$ cat src/hw/rtl/tcc_pkg.sv
`timescale 1ns / 1ps

package tcc_pkg;

	localparam int MAX_PATTERN_W = 16;
	localparam int MAX_PATTERN_H = 16;
	localparam int MAX_IMAGE_W = 1024;
	localparam int IMAGE_H_MAX = 4096;

	localparam int PW_W = $clog2(MAX_PATTERN_W + 1);
	localparam int PH_W = $clog2(MAX_PATTERN_H + 1);
	localparam int TPL_DEPTH = MAX_PATTERN_W * MAX_PATTERN_H;
	localparam int TPL_AW = $clog2(TPL_DEPTH);
	localparam int ROW_AW = $clog2(MAX_PATTERN_H);
	localparam int COL_W = $clog2(MAX_IMAGE_W);
	localparam int IW_W = $clog2(MAX_IMAGE_W + 1);
	localparam int IH_W = 13;
	localparam int ROW_W = 12;
	localparam int SCORE_W = 24;
	localparam int POSX_W = 10;
	localparam int POSY_W = 12;
	localparam int CFG_DATA_W = 13;
	localparam int CFG_IDX_W = 2;

	typedef enum logic [CFG_IDX_W-1:0] {
		REG_PATTERN_W = 2'd0,
		REG_PATTERN_H = 2'd1,
		REG_IMAGE_W   = 2'd2,
		REG_IMAGE_H   = 2'd3
	} cfg_idx_t;

	typedef enum logic {
		ACT_TEMPLATE = 1'b0,
		ACT_IMAGE    = 1'b1
	} action_t;

	typedef struct packed {
		logic              tpl_we;
		logic [TPL_AW-1:0] tpl_addr;
		logic              line_we;
		logic [ROW_AW-1:0] line_row;
		logic [COL_W-1:0]  line_col;
		logic [7:0]        pixel;
	} mem_wr_t;

	typedef struct packed {
		logic [COL_W-1:0]  x;
		logic [ROW_AW-1:0] row;
		logic [ROW_W-1:0]  y;
		logic              last;
	} job_t;

	typedef struct packed {
		logic [PW_W-1:0] pw;
		logic [PH_W-1:0] ph;
	} shape_t;

	typedef struct packed {
		logic busy;
		logic start;
	} back_status_t;

endpackage

$ cat src/hw/rtl/tcc_front.sv
`timescale 1ns / 1ps

module tcc_front import tcc_pkg::*; (
	input  logic                  clk,
	input  logic                  arst_n,
	input  logic                  cfg_we,
	input  logic [CFG_IDX_W-1:0]  cfg_index,
	input  logic [CFG_DATA_W-1:0] cfg_data,
	input  logic                  in_valid,
	input  logic                  hold,
	input  logic                  action,
	input  logic [7:0]            pixel,
	output mem_wr_t               wr,
	output logic                  job_push,
	output job_t                  job,
	output shape_t                shape
);

	logic [4:0]        pw_cfg_q, ph_cfg_q;
	logic [10:0]       iw_cfg_q;
	logic [12:0]       ih_cfg_q;
	logic [PW_W-1:0]   pw_c;
	logic [PH_W-1:0]   ph_c;
	logic [IW_W-1:0]   iw_c;
	logic [IH_W-1:0]   ih_c;
	logic [TPL_AW:0]   area;
	logic [TPL_AW:0]   tcnt_q;
	logic [COL_W-1:0]  col_q;
	logic [ROW_W-1:0]  row_q;
	logic [ROW_AW-1:0] rmod_q;
	logic              accept, is_img, hit, col_end, row_end;
	logic [ROW_AW:0]   yrow;

	assign pw_c = (pw_cfg_q == 5'd0) ? PW_W'(1) :
		(32'(pw_cfg_q) > MAX_PATTERN_W) ? PW_W'(MAX_PATTERN_W) : PW_W'(pw_cfg_q);
	assign ph_c = (ph_cfg_q == 5'd0) ? PH_W'(1) :
		(32'(ph_cfg_q) > MAX_PATTERN_H) ? PH_W'(MAX_PATTERN_H) : PH_W'(ph_cfg_q);
	assign iw_c = (iw_cfg_q == 11'd0) ? IW_W'(1) :
		(32'(iw_cfg_q) > MAX_IMAGE_W) ? IW_W'(MAX_IMAGE_W) : IW_W'(iw_cfg_q);
	assign ih_c = (ih_cfg_q == 13'd0) ? IH_W'(1) :
		(32'(ih_cfg_q) > IMAGE_H_MAX) ? IH_W'(IMAGE_H_MAX) : IH_W'(ih_cfg_q);
	assign area = (TPL_AW+1)'(32'(pw_c) * 32'(ph_c));

	assign shape.pw = pw_c;
	assign shape.ph = ph_c;

	assign accept = in_valid && !hold;
	assign is_img = (action == ACT_IMAGE);

	assign hit = (32'(pw_c) <= 32'(iw_c)) && (32'(ph_c) <= 32'(ih_c)) &&
		(32'(col_q) + 32'd1 >= 32'(pw_c)) && (32'(row_q) + 32'd1 >= 32'(ph_c));
	assign col_end = (32'(col_q) + 32'd1 == 32'(iw_c));
	assign row_end = (32'(row_q) + 32'd1 == 32'(ih_c));

	always_comb begin
		yrow = (ROW_AW+1)'(32'(rmod_q) + MAX_PATTERN_H - (32'(ph_c) - 32'd1));
		if (32'(yrow) >= MAX_PATTERN_H) begin
			yrow = (ROW_AW+1)'(32'(yrow) - MAX_PATTERN_H);
		end
	end

	assign wr.tpl_we = accept && !is_img;
	assign wr.tpl_addr = tcnt_q[TPL_AW-1:0];
	assign wr.line_we = accept && is_img;
	assign wr.line_row = rmod_q;
	assign wr.line_col = col_q;
	assign wr.pixel = pixel;

	assign job_push = accept && is_img && hit;
	assign job.x = COL_W'(32'(col_q) + 32'd1 - 32'(pw_c));
	assign job.row = yrow[ROW_AW-1:0];
	assign job.y = ROW_W'(32'(row_q) + 32'd1 - 32'(ph_c));
	assign job.last = col_end && row_end;

	always_ff @(posedge clk or negedge arst_n) begin
		if (!arst_n) begin
			pw_cfg_q <= 5'd16;
			ph_cfg_q <= 5'd16;
			iw_cfg_q <= 11'd1024;
			ih_cfg_q <= 13'd1024;
			tcnt_q <= '0;
			col_q <= '0;
			row_q <= '0;
			rmod_q <= '0;
		end else if (cfg_we) begin
			case (cfg_idx_t'(cfg_index))
				REG_PATTERN_W: pw_cfg_q <= cfg_data[4:0];
				REG_PATTERN_H: ph_cfg_q <= cfg_data[4:0];
				REG_IMAGE_W:   iw_cfg_q <= cfg_data[10:0];
				REG_IMAGE_H:   ih_cfg_q <= cfg_data[12:0];
				default:       ih_cfg_q <= ih_cfg_q;
			endcase
			tcnt_q <= '0;
			col_q <= '0;
			row_q <= '0;
			rmod_q <= '0;
		end else if (accept) begin
			if (!is_img) begin
				if (tcnt_q + 1'b1 >= area) begin
					tcnt_q <= '0;
				end else begin
					tcnt_q <= tcnt_q + 1'b1;
				end
			end else if (col_end) begin
				col_q <= '0;
				if (row_end) begin
					row_q <= '0;
					rmod_q <= '0;
				end else begin
					row_q <= row_q + 1'b1;
					if (32'(rmod_q) == MAX_PATTERN_H - 1) begin
						rmod_q <= '0;
					end else begin
						rmod_q <= rmod_q + 1'b1;
					end
				end
			end else begin
				col_q <= col_q + 1'b1;
			end
		end
	end

endmodule

$ cat config.mk
export PLATFORM = sky130hd
export DESIGN_NAME = tcc_front
export DESIGN_NICKNAME = d
export VERILOG_FILES = /design/src/hw/rtl/tcc_pkg.sv /design/src/hw/rtl/tcc_front.sv
export SDC_FILE = /design/constraint.sdc
export NUM_CORES = 1
export LEC_CHECK = 0
export BUFFER_PORTS_ARGS = -buffer_cell sky130_fd_sc_hd__clkbuf_2
export CORE_MARGIN = 1
export CORE_UTILIZATION = 63
export CTS_CLUSTER_SIZE = 24
export DETAILED_ROUTE_END_ITERATION = 8
export HOLD_SLACK_MARGIN = 0.02
export PLACE_DENSITY = 0.87
export SKIP_LAST_GASP = 1
export SLEW_MARGIN = 20
export SYNTH_ARGS = -nofsm -noshare
export SYNTH_HDL_FRONTEND = slang
export SYNTH_SLANG_ARGS = --single-unit
$ cat constraint.sdc
create_clock -name clk -period 9.5 [get_ports clk]
set_input_delay 0.475 -clock clk [delete_from_list [all_inputs] [get_ports clk]]
set_output_delay 0.475 -clock clk [all_outputs]
set_load 0.1 [all_outputs]
==> results.toml <==
[outcome]
outcome = "complete, no violations"

[route]
viasPerCell = 6.30
wl_per_cell_um = 18.5
wl_um = 16300
vias = 5547
drt_iter0_markers = 299
dr.pass1.iters = 5
route.detailed.drc = 0
ant_nets = 0

[clocking]
cts_sinks = 69
cts-root-buf = "clkbuf_8"
cts_tree = "yes"
cts_hold_buf = 0
cts_buffers = 9
cts_resized = 0
postCtsSetupBuffers = 0
cts.htree.levels = 3
clk_pin_slew_ns = 0.08
clock_latency_ns = 0.37
clockBufferDepth = 2

[final_layout]
nets = 837
instances_no_fill = 881
fillers = 724
n_antenna_cell = 0
final-seq-area_mm2 = 0.00173
multiInputGateArea_mm2 = 0.00413
drive_above_1_share = 0.209
syn_to_final_growth_pct = 10.1

[yosys]
synth.distinct_cells = 79
yosys.area_share.simple = 0.209
synth_edf_count = 0
synth_top_area_frac = 0.260
synthXorXnorAreaFrac = 0.0909
synth_warnings = 0
synth_mux_area_frac = 0.0661
yosysTopAreaCell = "dfrtp_1"
syn_area_mm2 = 0.00626
synth-compound-area-share = 0.150
netlist_instances = 688
synth-async-reset-ratio = 1.00
synth_top_family_by_area = "simple AND/OR/NAND/NOR gates"
ys_seq_area_frac = 0.277
yosysMostFrequentCell = "dfrtp_1"
synthAdderAreaFrac = 0.143
synth-seq-cells = 69
dominantRegCellSynth = "dfrtp_1"
synthTopCellsByCount = "65 x dfrtp_1, 55 x nor2_1, 54 x ha_1, 49 x inv_1, 42 x nand2_1"
syn_nets = 782
avgSynthCellArea_um2 = 9.10
synth.area.top_cells = "dfrtp_1 26%, ha_1 11%, mux2_2 6.1%, xnor2_1 5.3%, fa_1 3.5%"

[worst_setup_path]
slowest_delay_ns = 0.75
worstPathArrival_ns = 5.90
crit_start = "ph_cfg_q[4]"
worstPathCellList = "inv_1 -> nand2_1 -> inv_1 -> nand2_1 -> fa_1 -> fa_1 -> fa_1 -> inv_1 -> ha_1 -> a21oi_1 -> nor2_1 -> nor2_1 -> o21bai_1 -> a21oi_1 -> xnor2_1 -> ha_1 -> a211o_1 -> a211oi_1 -> o21ai_0 -> nand2_1"
reg2reg_depth = 20
cp-start-kind = "flip-flop"
worstSetupEndpoint = "tcnt_q[6]"
cp-end-kind = "flip-flop"
crit_type = "reg2reg"
rr_startpoint = "ph_cfg_q[4]"
regToRegEndpoint = "tcnt_q[6]"
worstPathRequired_ns = 9.80
cp_max_fo = 8
crit_slowest_cell = "a211oi_1"
rrSetupSlack_ns = 3.90

[global_route]
grt_overflow = 0
grt_pass1_vias = 5216
grt_max_degree = 70
antenna_found_initial = 0
grt_use_total = 0.328
grt_pass1_wl_um = 26100

[pwr]
ir_worst_vdd_v = 0.000148
power_frac_comb = 0.520
p_per_area_mw_per_mm2 = 212
p_leak_nw = 3.32
switching_share = 0.505
total_power_mw = 1.46
p_int_mw = 0.723
p_sw_mw = 0.738
seqPwrFrac = 0.254
pwr-share-clk = 0.226

[sta]
relSlewSlack = 0.361
fin_crit_ns = 5.60
setup_viol = 0
fmax_ghz = 0.179
hold_ws_ns = 0.316
tns_ns = 0
drv_slew = 0
hold_violations = 0
finalCritPeriodShare = 0.590
worstMarginPinSlew_ns = 0.952
finalClockSkew_ns = 0.0140
rsz0062_at_grt = "false"

[place]
placed_cells = 865
io_buffer_count = 82
post-dp-hpwl_um = 12200
gp_congestion = 0.956

[die]
dieWidth_um = 102
start_util = 0.647
pin_count = 99
die_h_um = 102
row_count = 36
die-area_mm2 = 0.0103
core_area_mm2 = 0.00968

[worst_hold_path]
hold_path_class = "in2async"

[flow_run]
max-cap-violations = 0
## worst min-delay path by stage
stage,to,cells past startpoint,slack [ns]
after floorplan,col_q[0],0,0.18
after global placement,ih_cfg_q[0],1,0.50
after detailed placement,pw_cfg_q[0],1,0.52
after CTS,ih_cfg_q[12],2,0.34
after global routing,ih_cfg_q[12],2,0.36
final,row_q[7],2,0.32
## cell usage in the layout, fill, tap and decap left out, drive strengths merged, types with 9 or more instances in the layout
cell / Yosys / routed
a21oi: 17 / 17
a22o: 20 / 20
clkbuf: 15 / 91
dfrtp: 65 / 65
fa: 11 / 11
ha: 54 / 54
inv: 49 / 49
mux2: 35 / 35
nand2: 42 / 42
nand2b: 21 / 21
nand3: 24 / 24
nor2: 55 / 55
nor2b: 16 / 16
nor3: 20 / 20
nor4: 9 / 9
o21ai: 24 / 24
xnor2: 38 / 38
xor2: 14 / 14
## critical path: cells and delay by family (launching register included)
kind	cells	cell delay [ns]
adders and majority gates	5	2.14
and+or+nand+nor	5	0.67
DFF	1	0.60
buffers and inverters	3	0.33
xor gates and xnor gates	1	0.09
AOI/OAI and AO/OA	6	1.69
## state kept, by name, indices dropped and copies added, names as in the netlist
register	flops
col_q	10
tcnt_q	9
ih_cfg_q	13
row_q	12
ph_cfg_q	5
iw_cfg_q	11
pw_cfg_q	5
rmod_q	4
## cell families after synthesis
group,Yosys count
compound gates,128
simple gates,244
fa+ha+maj,65
xor+xnor,57
buf+inv,88
flops,69
mux,37
## per-stage QoR
step                instance area, um2  utilization  setup slack [ns]
floorplan                         6260            -              3.27
global placement                  6630        0.684              4.23
detailed placement                6630        0.684              3.98
CTS                               6890        0.712              3.95
global route                      6890        0.712              3.45
finish                            6890        0.712              3.90
## metal layers
layer,up-vias,global-route usage,wire [um]
li1,2565,-,-
met1,2684,0.438,6830
met2,256,0.521,7790
met3,42,0.0566,1240
met4,0,0.149,457
met5,-,0,0
## layout make-up
type                       count  share of cell area
multi-input combinational    531               0.599
sequential                    69               0.251
timing repair buffer          83              0.0606
inverter                      49              0.0267
tap                          133              0.0241
clock inverter                 6              0.0198
clock buffer                  10              0.0185
## power groups by stage
stage	registers, mW	logic (mW)	clock network [mW]
after floorplan	0.361	0.647	0
after global placement	0.370	0.736	0
after detailed placement	0.374	0.754	0
after CTS	0.369	0.758	0.329
after global routing	0.375	0.813	0.343
final	0.371	0.760	0.330
Power figures use the tool's default switching activity.
