**config.mk**
```make
export PLATFORM = sky130hd
export DESIGN_NAME = tcc_queue
export DESIGN_NICKNAME = d
export VERILOG_FILES = /design/src/hw/rtl/tcc_pkg.sv /design/src/hw/rtl/tcc_queue.sv
export SDC_FILE = /design/constraint.sdc
export NUM_CORES = 1
export LEC_CHECK = 0
export ABC_AREA = 1
export BUFFER_PORTS_ARGS = -buffer_cell sky130_fd_sc_hd__buf_2
export CAP_MARGIN = 5
export CORE_ASPECT_RATIO = 1.25
export CORE_MARGIN = 2
export CORE_UTILIZATION = 55
export DETAILED_ROUTE_END_ITERATION = 16
export GPL_TIMING_DRIVEN = 0
export PLACE_DENSITY = 0.83
export SYNTH_ARGS = -nofsm -noshare
export SYNTH_HDL_FRONTEND = slang
export SYNTH_SLANG_ARGS = --single-unit
```
**constraint.sdc**
```tcl
create_clock -name clk -period 3.4 [get_ports clk]
set_clock_uncertainty 0.15 [all_clocks]
set_input_delay 0.68 -clock clk [delete_from_list [all_inputs] [get_ports clk]]
set_output_delay 0.68 -clock clk [all_outputs]
set_load 0.005 [all_outputs]
```
**src/hw/rtl/tcc_pkg.sv**
```systemverilog
`timescale 1ns / 1ps

package tcc_pkg;

	localparam int MAX_PATTERN_W = 16;
	localparam int MAX_PATTERN_H = 16;
	localparam int MAX_IMAGE_W = 1024;
	localparam int IMAGE_H_MAX = 4096;

	localparam int PW_W = $clog2(MAX_PATTERN_W + 1);
	localparam int PH_W = $clog2(MAX_PATTERN_H + 1);
	localparam int TPL_DEPTH = MAX_PATTERN_W * MAX_PATTERN_H;
	localparam int TPL_AW = $clog2(TPL_DEPTH);
	localparam int ROW_AW = $clog2(MAX_PATTERN_H);
	localparam int COL_W = $clog2(MAX_IMAGE_W);
	localparam int IW_W = $clog2(MAX_IMAGE_W + 1);
	localparam int IH_W = 13;
	localparam int ROW_W = 12;
	localparam int SCORE_W = 24;
	localparam int POSX_W = 10;
	localparam int POSY_W = 12;
	localparam int CFG_DATA_W = 13;
	localparam int CFG_IDX_W = 2;

	typedef enum logic [CFG_IDX_W-1:0] {
		REG_PATTERN_W = 2'd0,
		REG_PATTERN_H = 2'd1,
		REG_IMAGE_W   = 2'd2,
		REG_IMAGE_H   = 2'd3
	} cfg_idx_t;

	typedef enum logic {
		ACT_TEMPLATE = 1'b0,
		ACT_IMAGE    = 1'b1
	} action_t;

	typedef struct packed {
		logic              tpl_we;
		logic [TPL_AW-1:0] tpl_addr;
		logic              line_we;
		logic [ROW_AW-1:0] line_row;
		logic [COL_W-1:0]  line_col;
		logic [7:0]        pixel;
	} mem_wr_t;

	typedef struct packed {
		logic [COL_W-1:0]  x;
		logic [ROW_AW-1:0] row;
		logic [ROW_W-1:0]  y;
		logic              last;
	} job_t;

	typedef struct packed {
		logic [PW_W-1:0] pw;
		logic [PH_W-1:0] ph;
	} shape_t;

	typedef struct packed {
		logic busy;
		logic start;
	} back_status_t;

endpackage

```
**src/hw/rtl/tcc_queue.sv**
```systemverilog
`timescale 1ns / 1ps

module tcc_queue import tcc_pkg::*; (
	input  logic       clk,
	input  logic       arst_n,
	input  logic       push,
	input  job_t       push_job,
	input  logic       pop,
	output logic       nonempty,
	output logic [1:0] count,
	output job_t       head
);

	job_t       slot_q [2];
	logic       wp_q, rp_q;
	logic [1:0] count_q;
	logic       do_push, do_pop;

	assign do_push = push && (count_q != 2'd2);
	assign do_pop = pop && (count_q != 2'd0);
	assign nonempty = (count_q != 2'd0);
	assign count = count_q;
	assign head = slot_q[rp_q];

	always_ff @(posedge clk) begin
		if (do_push) begin
			slot_q[wp_q] <= push_job;
		end
	end

	always_ff @(posedge clk or negedge arst_n) begin
		if (!arst_n) begin
			wp_q <= 1'b0;
			rp_q <= 1'b0;
			count_q <= 2'd0;
		end else begin
			if (do_push) begin
				wp_q <= ~wp_q;
			end
			if (do_pop) begin
				rp_q <= ~rp_q;
			end
			if (do_push && !do_pop) begin
				count_q <= count_q + 2'd1;
			end else if (do_pop && !do_push) begin
				count_q <= count_q - 2'd1;
			end
		end
	end

endmodule

```
==> results of run 1 <==
final timing paths:
check / startpoint / endpoint / slack (ns) / cells past startpoint
max: rp_q / head[1] / 1.19 / 5
min: wp_q / wp_q / 0.34 / 2
max reg2reg: count[0] / slot_q[0][10] / 1.33 / 4
min reg2reg: wp_q / wp_q / 0.34 / 2
max in group asynchronous: arst_n / rp_q / 2.44 / 2
min in group asynchronous: arst_n / wp_q / 0.54 / 2
through the flow:
stage	utilization (%)	worst slack, ns	hold slack [ns]
6_report	72.7	1.19	0.338
5_1_grt	72.7	1.06	0.365
4_1_cts	72.7	1.14	0.339
3_5_place_dp	67.8	1.02	0.325
3_3_place_gp	67.4	0.270	0.313
2_1_floorplan	-	0.935	0.234
timing repair:
action,CTS,global route
endpoints found under the hold margin,4,0
buffers inserted,0,0
hold buffers,1,0
cells in the mapped netlist (all sizes together):
cell type and n:
ha 1, nand3 2, edfxtp 54, dfrtp 4, inv 7, o21ai 1, nor2 1, a21boi 1
nand4 1, xnor2 1, nand2 92, buf 5
sequential cells by signal, indices dropped and copies added (netlist names):
| signal | flops |
|---|---|
| slot_q | 54 |
| wp_q | 1 |
| count | 2 |
| rp_q | 1 |
power by group through the flow:
stage          clock, mW  sequential [mW]  combinational (mW)
6_report           0.568             1.04               0.735
3_3_place_gp           0             1.05               0.712
5_1_grt            0.610             1.05               0.839
3_5_place_dp           0             1.05               0.747
2_1_floorplan          0             1.04               0.435
4_1_cts            0.577             1.04               0.752
per-layer routing:
layer / routed length, um / track usage [%] / vias up
met5: 0 / 0 / -
met4: 111 / 10.1 / 0
met3: 218 / 8.59 / 10
met2: 2040 / 29.7 / 41
met1: 1420 / 17.8 / 667
li1: - / - / 713
layout make-up:
class / instances / area (um^2) / share of cell area, %
clock buffer: 11 / 131 / 4.74
timing repair buffer: 62 / 325 / 11.7
tap: 54 / 67.6 / 2.44
multi-input combinational: 100 / 415 / 15.0
clock inverter: 4 / 43.8 / 1.58
sequential: 58 / 1720 / 62.1
buffer: 5 / 42.5 / 1.53
inverter: 7 / 26.3 / 0.947
worst max-delay path, delay by kind of cell, from the launching register on:
family | cells | cell delay, ns
flip-flops | 1 | 0.39
AND/OR/NAND/NOR | 2 | 0.16
buffers and inverters | 3 | 0.50
kinds of logic after synthesis:
group / Yosys count
compound gates: 2
xor+xnor: 1
fa+ha+maj: 1
buf+inv: 12
flops: 58
simple gates: 96
==> results.md, run 1 <==
* Status: finished clean
* Final Cell Area at 2770 um^2
* Synthesized area at 2200 um^2
* Total number of vias at 1431
* Synthesized area per cell at 13.0 um^2
* Final hold violations at 0
* Sw power at 0.735 mW
* First-pass GRT wire length at 5490 um
* Die Area at 4530 um^2
* Drt total wl at 3790 um
* Total GRT Usage at 17.8%
* Ys Warns at 0
* Cts repair resizes at 0
* Antenna Violating Nets Remaining at 0
* GPL Wtd Cong at 0.747
* Post-placement cell count at 285
* Compound-Gate Fraction of Synth Area at 1.08%
* WS Path Type: reg -> out
* Setup Viol. Count Final at 0
* Syn Inst Count at 170
* Worst slew pin tran at 1.07 ns
* Number of buffers created by CTS at 9
* LEAKAGE at 1.25 nW
* Power density over the cells at 844 nW/um^2
* Starting DRT DRC Count at 38
* Crit path max fanout at 10
* Syn-to-layout area delta at 25.9%
* Most frequent cells in the layout: nand2_1, buf_2, edfxtp_1
* Clock sink count at 58
* Clock network fraction of total power at 24.2%
* Max Slew Vio Count at 0
* TritonCTS clock tree: yes
* Detailed-route DRC error count at 0
* Site row count at 25
* Nets at 275
* Post-synth top area share at 73.6%
* Detail Placement HPWL at 2570 um
* Largest family of logic cells by synthesized area: simple AND/OR/NAND/NOR gates
* Commonest non-fill, non-tap cell in the layout: nand2_1
* Horiz. Die Dim at 60.6 um
* I/O pins at 61
* Internal power at 1.61 mW
* Switching share of power at 31.4%
* Total power at 2.34 mW
* Period minus WS final at 2.21 ns
* Seq/Total Area, Yosys at 78.1%
* Layout cells sized above 1 at 34.0%
* Grt ovf at 0
* Placement Cell Area at 2590 um^2
* Flops & latches, synth at 58
* Maxcap violations at 0
* H-tree depth at 3
* Core area at 3820 um^2
* Largest net degree at the start of global routing at 28
* Synth cell types at 16
* Max_slew headroom at 28.9%
* Fin crit share at 65.1%
* Pre-Repair DR Iteration Count at 4
* Final non-filler cell total at 301
* Part of the power in registers at 44.4%
* Setup TNS at 0 ns
* Vias/cell at 4.75
* Worst skew pair latency at 0.32 ns
* Hold WC Path Type: reg -> reg
* Critical Path RT at 2.57 ns
* RSZ-0062 raised after global routing: no
* Fmax at 452 MHz
* Slowest stage cell, crit path: dfrtp_1
* N_diodes at 0
* Avg WL per Cell at 12.6 um
* Synth area leader: edfxtp_1
* Post-synthesis mux area share at 0%
* Syn_nets at 202
* CP endpoint kind: output pin
* Data arrival time of the worst path at 1.38 ns
* Adder-cell area share of the yosys netlist at 0.568%
* CTS Root Cell: clkbuf_8
* Worst path cell trace: inv_2 > buf_2 > nand2_1 > nand2_1 > buf_2
* Fillers at 276
* Antenna violations before repair at 0
* Ranking of synthesized cells by area: edfxtp_1, nand2_1, dfrtp_1, buf_6, a21boi_4
* Max clock buf depth at 2
* DIE HEIGHT at 74.8 um
* Starting Density at 57.7%
* I/O Buffers at 60
* Max VDD drop at 0.470 mV
* Clock transition at path regs at 0.06 ns
* CP peak stage delay at 0.39 ns
* Post-synthesis simple-gate area fraction at 16.7%
* Post-Synth XOR/XNOR Area at 0.398%
* Worst setup SP type: register
* Number of global-route vias before repair at 1309
* Combinational power share at 31.4%
Power figures use the tool's default switching activity.
==> run 2: changes to the inputs <==
CORE_UTILIZATION = 51   (was 55)
PLACE_DENSITY = 0.78   (was 0.83)
clock period = 2.1 ns   (was 3.4 ns; I/O delays follow)
==> results.md, run 2 (synthesis results as in run 1) <==
* Largest net degree at the start of global routing at 28 (unchanged)
* Clock sink count at 58 (unchanged)
* Clock transition at path regs at 0.06 ns (about the same)
* Power density over the cells at 1330 nW/um^2 (was 844 nW/um^2)
* Max reg flops at 54 (unchanged)
* Worst r2r src: count[1] (was count[0])
* Fmax at 513 MHz
* Hold EP: slot_q[0][4] (was wp_q)
* Maxcap violations at 0 (unchanged)
* Nets at 275 (unchanged)
* WS Path Type: reg -> out (unchanged)
* Vias/cell at 4.68 (was 4.75)
* Starting Density at 53.3% (was 57.7%)
* CTS Root Cell: clkbuf_8 (unchanged)
* Register-to-Register Path Depth at 4 (unchanged)
* Layout cells sized above 1 at 33.9% (was 34.0%)
* Buf+Inv Stages, Crit Path at 3 (unchanged)
* Site row count at 26 (was 25)
* Grt ovf at 0 (unchanged)
* Placement Cell Area at 2600 um^2 (was 2590 um^2)
* Critical Path RT at 1.53 ns (was 2.57 ns)
* Max clock buf depth at 2 (unchanged)
* Commonest non-fill, non-tap cell in the layout: nand2_1 (unchanged)
* Horiz. Die Dim at 62.8 um (was 60.6 um)
* Antenna violations before repair at 0 (unchanged)
* Total power at 3.69 mW (was 2.34 mW)
* Syn-to-layout area delta at 25.7% (was 25.9%)
* Worst slew pin tran at 0.685 ns (was 1.07 ns)
* N_diodes at 0 (unchanged)
* I/O pins at 61 (unchanged)
* I/O Buffers at 60 (unchanged)
* Fillers at 322 (was 276)
* Hold path depth at 1 (was 2)
* CP endpoint kind: output pin (unchanged)
* Number of buffers created by CTS at 9 (unchanged)
* Period minus WS final at 1.95 ns
* Fin crit share at 92.8%
* RSZ-0062 raised after global routing: no (unchanged)
* Setup Viol. Count Final at 0 (unchanged)
* First-pass GRT wire length at 6110 um (was 5490 um)
* Max Slew Vio Count at 0 (unchanged)
* Detail Placement HPWL at 2510 um (was 2570 um)
* Worst skew pair latency at 0.33 ns (was 0.32 ns)
* Final core occ at 67.1% (was 72.7%)
* GPL Wtd Cong at 0.782 (was 0.747)
* Min-Delay Startpoint: push_job[4] (was wp_q)
* Total GRT Usage at 17.3% (was 17.8%)
* Max_slew headroom at 54.3% (was 28.9%)
* Slowest stage cell, crit path: dfrtp_1 (unchanged)
* Antenna Violating Nets Remaining at 0 (unchanged)
* Hold WC Path Type: in -> reg (was reg -> reg)
* Setup TNS at 0 ns (unchanged)
* Most frequent cells in the layout: nand2_1, buf_2, edfxtp_1 (unchanged)
* H-tree depth at 3 (unchanged)
* Number of global-route vias before repair at 1406 (was 1309)
* Data arrival time of the worst path at 1.38 ns (about the same)
* CP peak stage delay at 0.38 ns (was 0.39 ns)
* Largest Register: slot_q (unchanged)
* Status: finished clean (unchanged)
* Reg2Reg Setup Slack at 0.25 ns (was 1.33 ns)
* Die Area at 4870 um^2 (was 4530 um^2)
* CP Launch Point: rp_q (unchanged)
* Core area at 4130 um^2 (was 3820 um^2)
* # Post-CTS Setup Buffers at 0 (unchanged)
* Worst setup SP type: register (unchanged)
* Crit Reg-Reg Endpoint: slot_q[1][23] (was slot_q[0][10])
* Avg WL per Cell at 12.3 um (was 12.6 um)
* Crit path max fanout at 10 (unchanged)
* Final Cell Area at 2770 um^2 (about the same)
* Pre-Repair DR Iteration Count at 4 (unchanged)
* Final hold violations at 0 (unchanged)
* Starting DRT DRC Count at 48 (was 38)
* Drt total wl at 3720 um (was 3790 um)
* Max VDD drop at 0.939 mV (was 0.470 mV)
* Family with the most delay on the worst path: buffers and inverters (unchanged)
* Worst path cell trace: inv_2 > buf_2 > nand2_1 > nand2_1 > buf_2 (unchanged)
* LEAKAGE at 1.23 nW (was 1.25 nW)
* TritonCTS clock tree: yes (unchanged)
* Detailed-route DRC error count at 0 (unchanged)
* DIE HEIGHT at 77.5 um (was 74.8 um)
* Total number of vias at 1423 (was 1431)
[run 2: changes by cell type in the layout (fill, tap and decap cells not counted), sizes merged]
cell      delta
inv          -1
clkinv       +2
bufinv       -1
clkinvlp     +1
[run 2: power by group]
part	internal [mW]	switching [mW]	leakage [nW]	total, mW
Clock	0.411	0.381	0.0796	0.791
Sequential	1.59	0.0893	0.550	1.68
Combinational	0.498	0.728	0.604	1.23
[run 2: timing repair]
item                                    CTS  global route
hold endpoints to repair                  4             0
endpoints found under the setup margin   27             0
hold buffers                              1             0
resized for setup                         1             0
[run 2: worst max path at each step]
stage | endpoint | cells past startpoint
floorplan | slot_q[1][0] | 3
detailed placement | slot_q[0][8] | 4
CTS | head[5] | 5
finish | head[5] | 5
global placement | slot_q[1][8] | 3
global route | head[0] | 5
[run 2: routing by layer]
layer | global-route usage (%) | vias to the layer above | part of all wire (%)
met4 | 11.3 | 0 | 3.1
met3 | 6.09 | 13 | 5.3
li1 | - | 719 | -
met1 | 17.5 | 650 | 39
met5 | 0 | - | 0
met2 | 30.0 | 41 | 53
[run 2: final cells by class]
| cell class | instances | area, um^2 | area share [%] |
|---|---|---|---|
| plain buffers | 5 | 42.5 | 1.54 |
| clock buffers | 11 | 131 | 4.74 |
| clock inverters | 5 | 21.3 | 0.768 |
| inverters | 7 | 30.0 | 1.08 |
| multi-input cells | 100 | 415 | 15.0 |
| flip-flops and latches | 58 | 1720 | 62.1 |
| well taps | 56 | 70.1 | 2.53 |
| repair buffers | 62 | 338 | 12.2 |
[run 2: stage by stage]
stage,cells,setup slack (ns),hold slack [ns]
floorplan,170,0.230,-0.0256
global placement,286,-0.146,0.0831
detailed placement,287,-0.00958,0.0822
CTS,304,0.118,0.112
global route,304,0.0173,0.118
finish,304,0.151,0.126
==> run 3: changes to the inputs <==
CORE_ASPECT_RATIO = unset   (was 1.25)
==> results.md, run 3 (synthesis results as in run 1) <==
* Worst r2r src: count[1] (unchanged)
* Buf+Inv Stages, Crit Path at 3 (unchanged)
* Total stage count of the critical path at 5 (unchanged)
* Drt total wl at 3750 um (was 3720 um)
* Max clock buf depth at 2 (unchanged)
* I/O Buffers at 60 (unchanged)
* Pre-Repair DR Iteration Count at 4 (unchanged)
* Total number of vias at 1400 (was 1423)
* Family with the most delay on the worst path: buffers and inverters (unchanged)
* Starting Density at 53.9% (was 53.3%)
* Placement Cell Area at 2580 um^2 (was 2600 um^2)
* # Post-CTS Setup Buffers at 0 (unchanged)
* Hold WC Path Type: in -> reg (unchanged)
* Reg2Reg Setup Slack at 0.19 ns (was 0.25 ns)
* Crit path max fanout at 10 (unchanged)
* WS Path Type: reg -> out (unchanged)
* CP endpoint kind: output pin (unchanged)
* Crit Reg-Reg Endpoint: slot_q[1][10] (was slot_q[1][23])
* Worst setup SP type: register (unchanged)
* Max Slew Vio Count at 0 (unchanged)
* Critical Path RT at 1.53 ns (about the same)
* Most frequent cells in the layout: nand2_1, buf_2, edfxtp_1 (unchanged)
* Setup Viol. Count Final at 0 (unchanged)
* Slowest stage cell, crit path: dfrtp_1 (unchanged)
* DIE HEIGHT at 69.7 um (was 77.5 um)
* Number of buffers created by CTS at 9 (unchanged)
* Avg WL per Cell at 12.6 um (was 12.3 um)
* Data arrival time of the worst path at 1.35 ns (was 1.38 ns)
* Max reg flops at 54 (unchanged)
* Starting DRT DRC Count at 73 (was 48)
* Antenna Violating Nets Remaining at 0 (unchanged)
* Max_slew headroom at 51.5% (was 54.3%)
* Total GRT Usage at 17.0% (was 17.3%)
* Maxcap violations at 0 (unchanged)
* Die Area at 4860 um^2 (was 4870 um^2)
* Nets at 275 (unchanged)
* Largest Register: slot_q (unchanged)
* Fmax at 522 MHz (was 513 MHz)
* Vias/cell at 4.71 (was 4.68)
* RSZ-0062 raised after global routing: no (unchanged)
* H-tree depth at 3 (unchanged)
* Fin crit share at 91.3% (was 92.8%)
* Detail Placement HPWL at 2560 um (was 2510 um)
* TritonCTS clock tree: yes (unchanged)
* Core area at 4090 um^2 (was 4130 um^2)
* Max VDD drop at 0.990 mV (was 0.939 mV)
* Syn-to-layout area delta at 25.8% (was 25.7%)
* Final Cell Area at 2770 um^2 (about the same)
* Clock sink count at 58 (unchanged)
* CTS Root Cell: clkbuf_8 (unchanged)
* Clock transition at path regs at 0.06 ns (about the same)
* Commonest non-fill, non-tap cell in the layout: nand2_1 (unchanged)
* Grt ovf at 0 (unchanged)
* CP Launch Point: rp_q (unchanged)
* CP peak stage delay at 0.38 ns (about the same)
* Detailed-route DRC error count at 0 (unchanged)
* Period minus WS final at 1.92 ns (was 1.95 ns)
* Largest net degree at the start of global routing at 28 (unchanged)
* Status: finished clean (unchanged)
* Antenna violations before repair at 0 (unchanged)
* Total power at 3.77 mW (was 3.69 mW)
* N_diodes at 0 (unchanged)
* Register-to-Register Path Depth at 4 (unchanged)
* First-pass GRT wire length at 6180 um (was 6110 um)
* LEAKAGE at 1.24 nW (was 1.23 nW)
* Final hold violations at 0 (unchanged)
* Horiz. Die Dim at 69.7 um (was 62.8 um)
* GPL Wtd Cong at 0.690 (was 0.782)
* Worst slew pin tran at 0.727 ns (was 0.685 ns)
* Power density over the cells at 1360 nW/um^2 (was 1330 nW/um^2)
* I/O pins at 61 (unchanged)
* Site row count at 23 (was 26)
* Worst setup path end: head[7] (was head[5])
* Layout cells sized above 1 at 34.0% (was 33.9%)
* Worst path cell trace: inv_2 > buf_2 > nand2_1 > nand2_1 > buf_2 (unchanged)
* Worst skew pair latency at 0.32 ns (was 0.33 ns)
* Number of global-route vias before repair at 1378 (was 1406)
run 3: cell type report:
cell class                      count  area (um^2)
Clock inverter                      5         46.3
Tap cell                           50         62.6
Timing Repair Buffer               62          325
Multi-Input combinational cell    100          415
Inverter                            7         30.0
Sequential cell                    58         1720
Fill cell                         304         1320
Buffer                              5         42.5
Clock buffer                       10          128
run 3: how the worst min path moves through the flow:
stage	slack, ns	to	depth (start not counted)	from
6_report	0.13	slot_q[0][26]	1	push_job[26]
5_1_grt	0.12	slot_q[1][3]	1	push_job[3]
4_1_cts	0.12	slot_q[0][21]	1	push_job[21]
3_5_place_dp	0.08	count[0]	1	arst_n
3_3_place_gp	0.08	count[0]	1	arst_n
2_1_floorplan	-0.03	count[0]	0	arst_n
run 3: worst register-to-register path: stages, from the launching register on:
cell	delay [ns]
dfrtp_1	0.44
inv_2	0.11
o21ai_1	0.09
nor2_2	0.58
buf_8	0.25
run 3: layer usage:
layer / global-route usage, % / wire (um)
met5: 0 / 0
met2: 27.5 / 1900
met3: 5.38 / 244
met4: 10.3 / 74
met1: 19.9 / 1520
run 3: power breakdown:
group / switching (mW) / internal (mW) / total (mW) / leakage [nW]
Clock: 0.379 / 0.526 / 0.905 / 0.0886
Combinational: 0.707 / 0.481 / 1.19 / 0.599
Sequential: 0.0914 / 1.59 / 1.68 / 0.550
Total: 1.18 / 2.59 / 3.77 / 1.24
run 3: through the flow:
step / setup TNS (ns) / worst slack, ns / utilization, % / hold WS (ns) / cells
global placement: -3.97 / -0.140 / 62.9 / 0.0825 / 280
CTS: 0 / 0.000604 / 67.7 / 0.118 / 297
finish: 0 / 0.183 / 67.8 / 0.130 / 297
detailed placement: -0.814 / -0.0312 / 63.2 / 0.0840 / 281
global route: 0 / 0.0456 / 67.8 / 0.117 / 297
floorplan: 0 / 0.230 / - / -0.0256 / 170
run 3: what timing repair did:
action,in CTS,in global routing
hold buffers,1,0
gates resized for setup,0,1
endpoints found under the setup margin,0,27
endpoints found under the hold margin,4,0
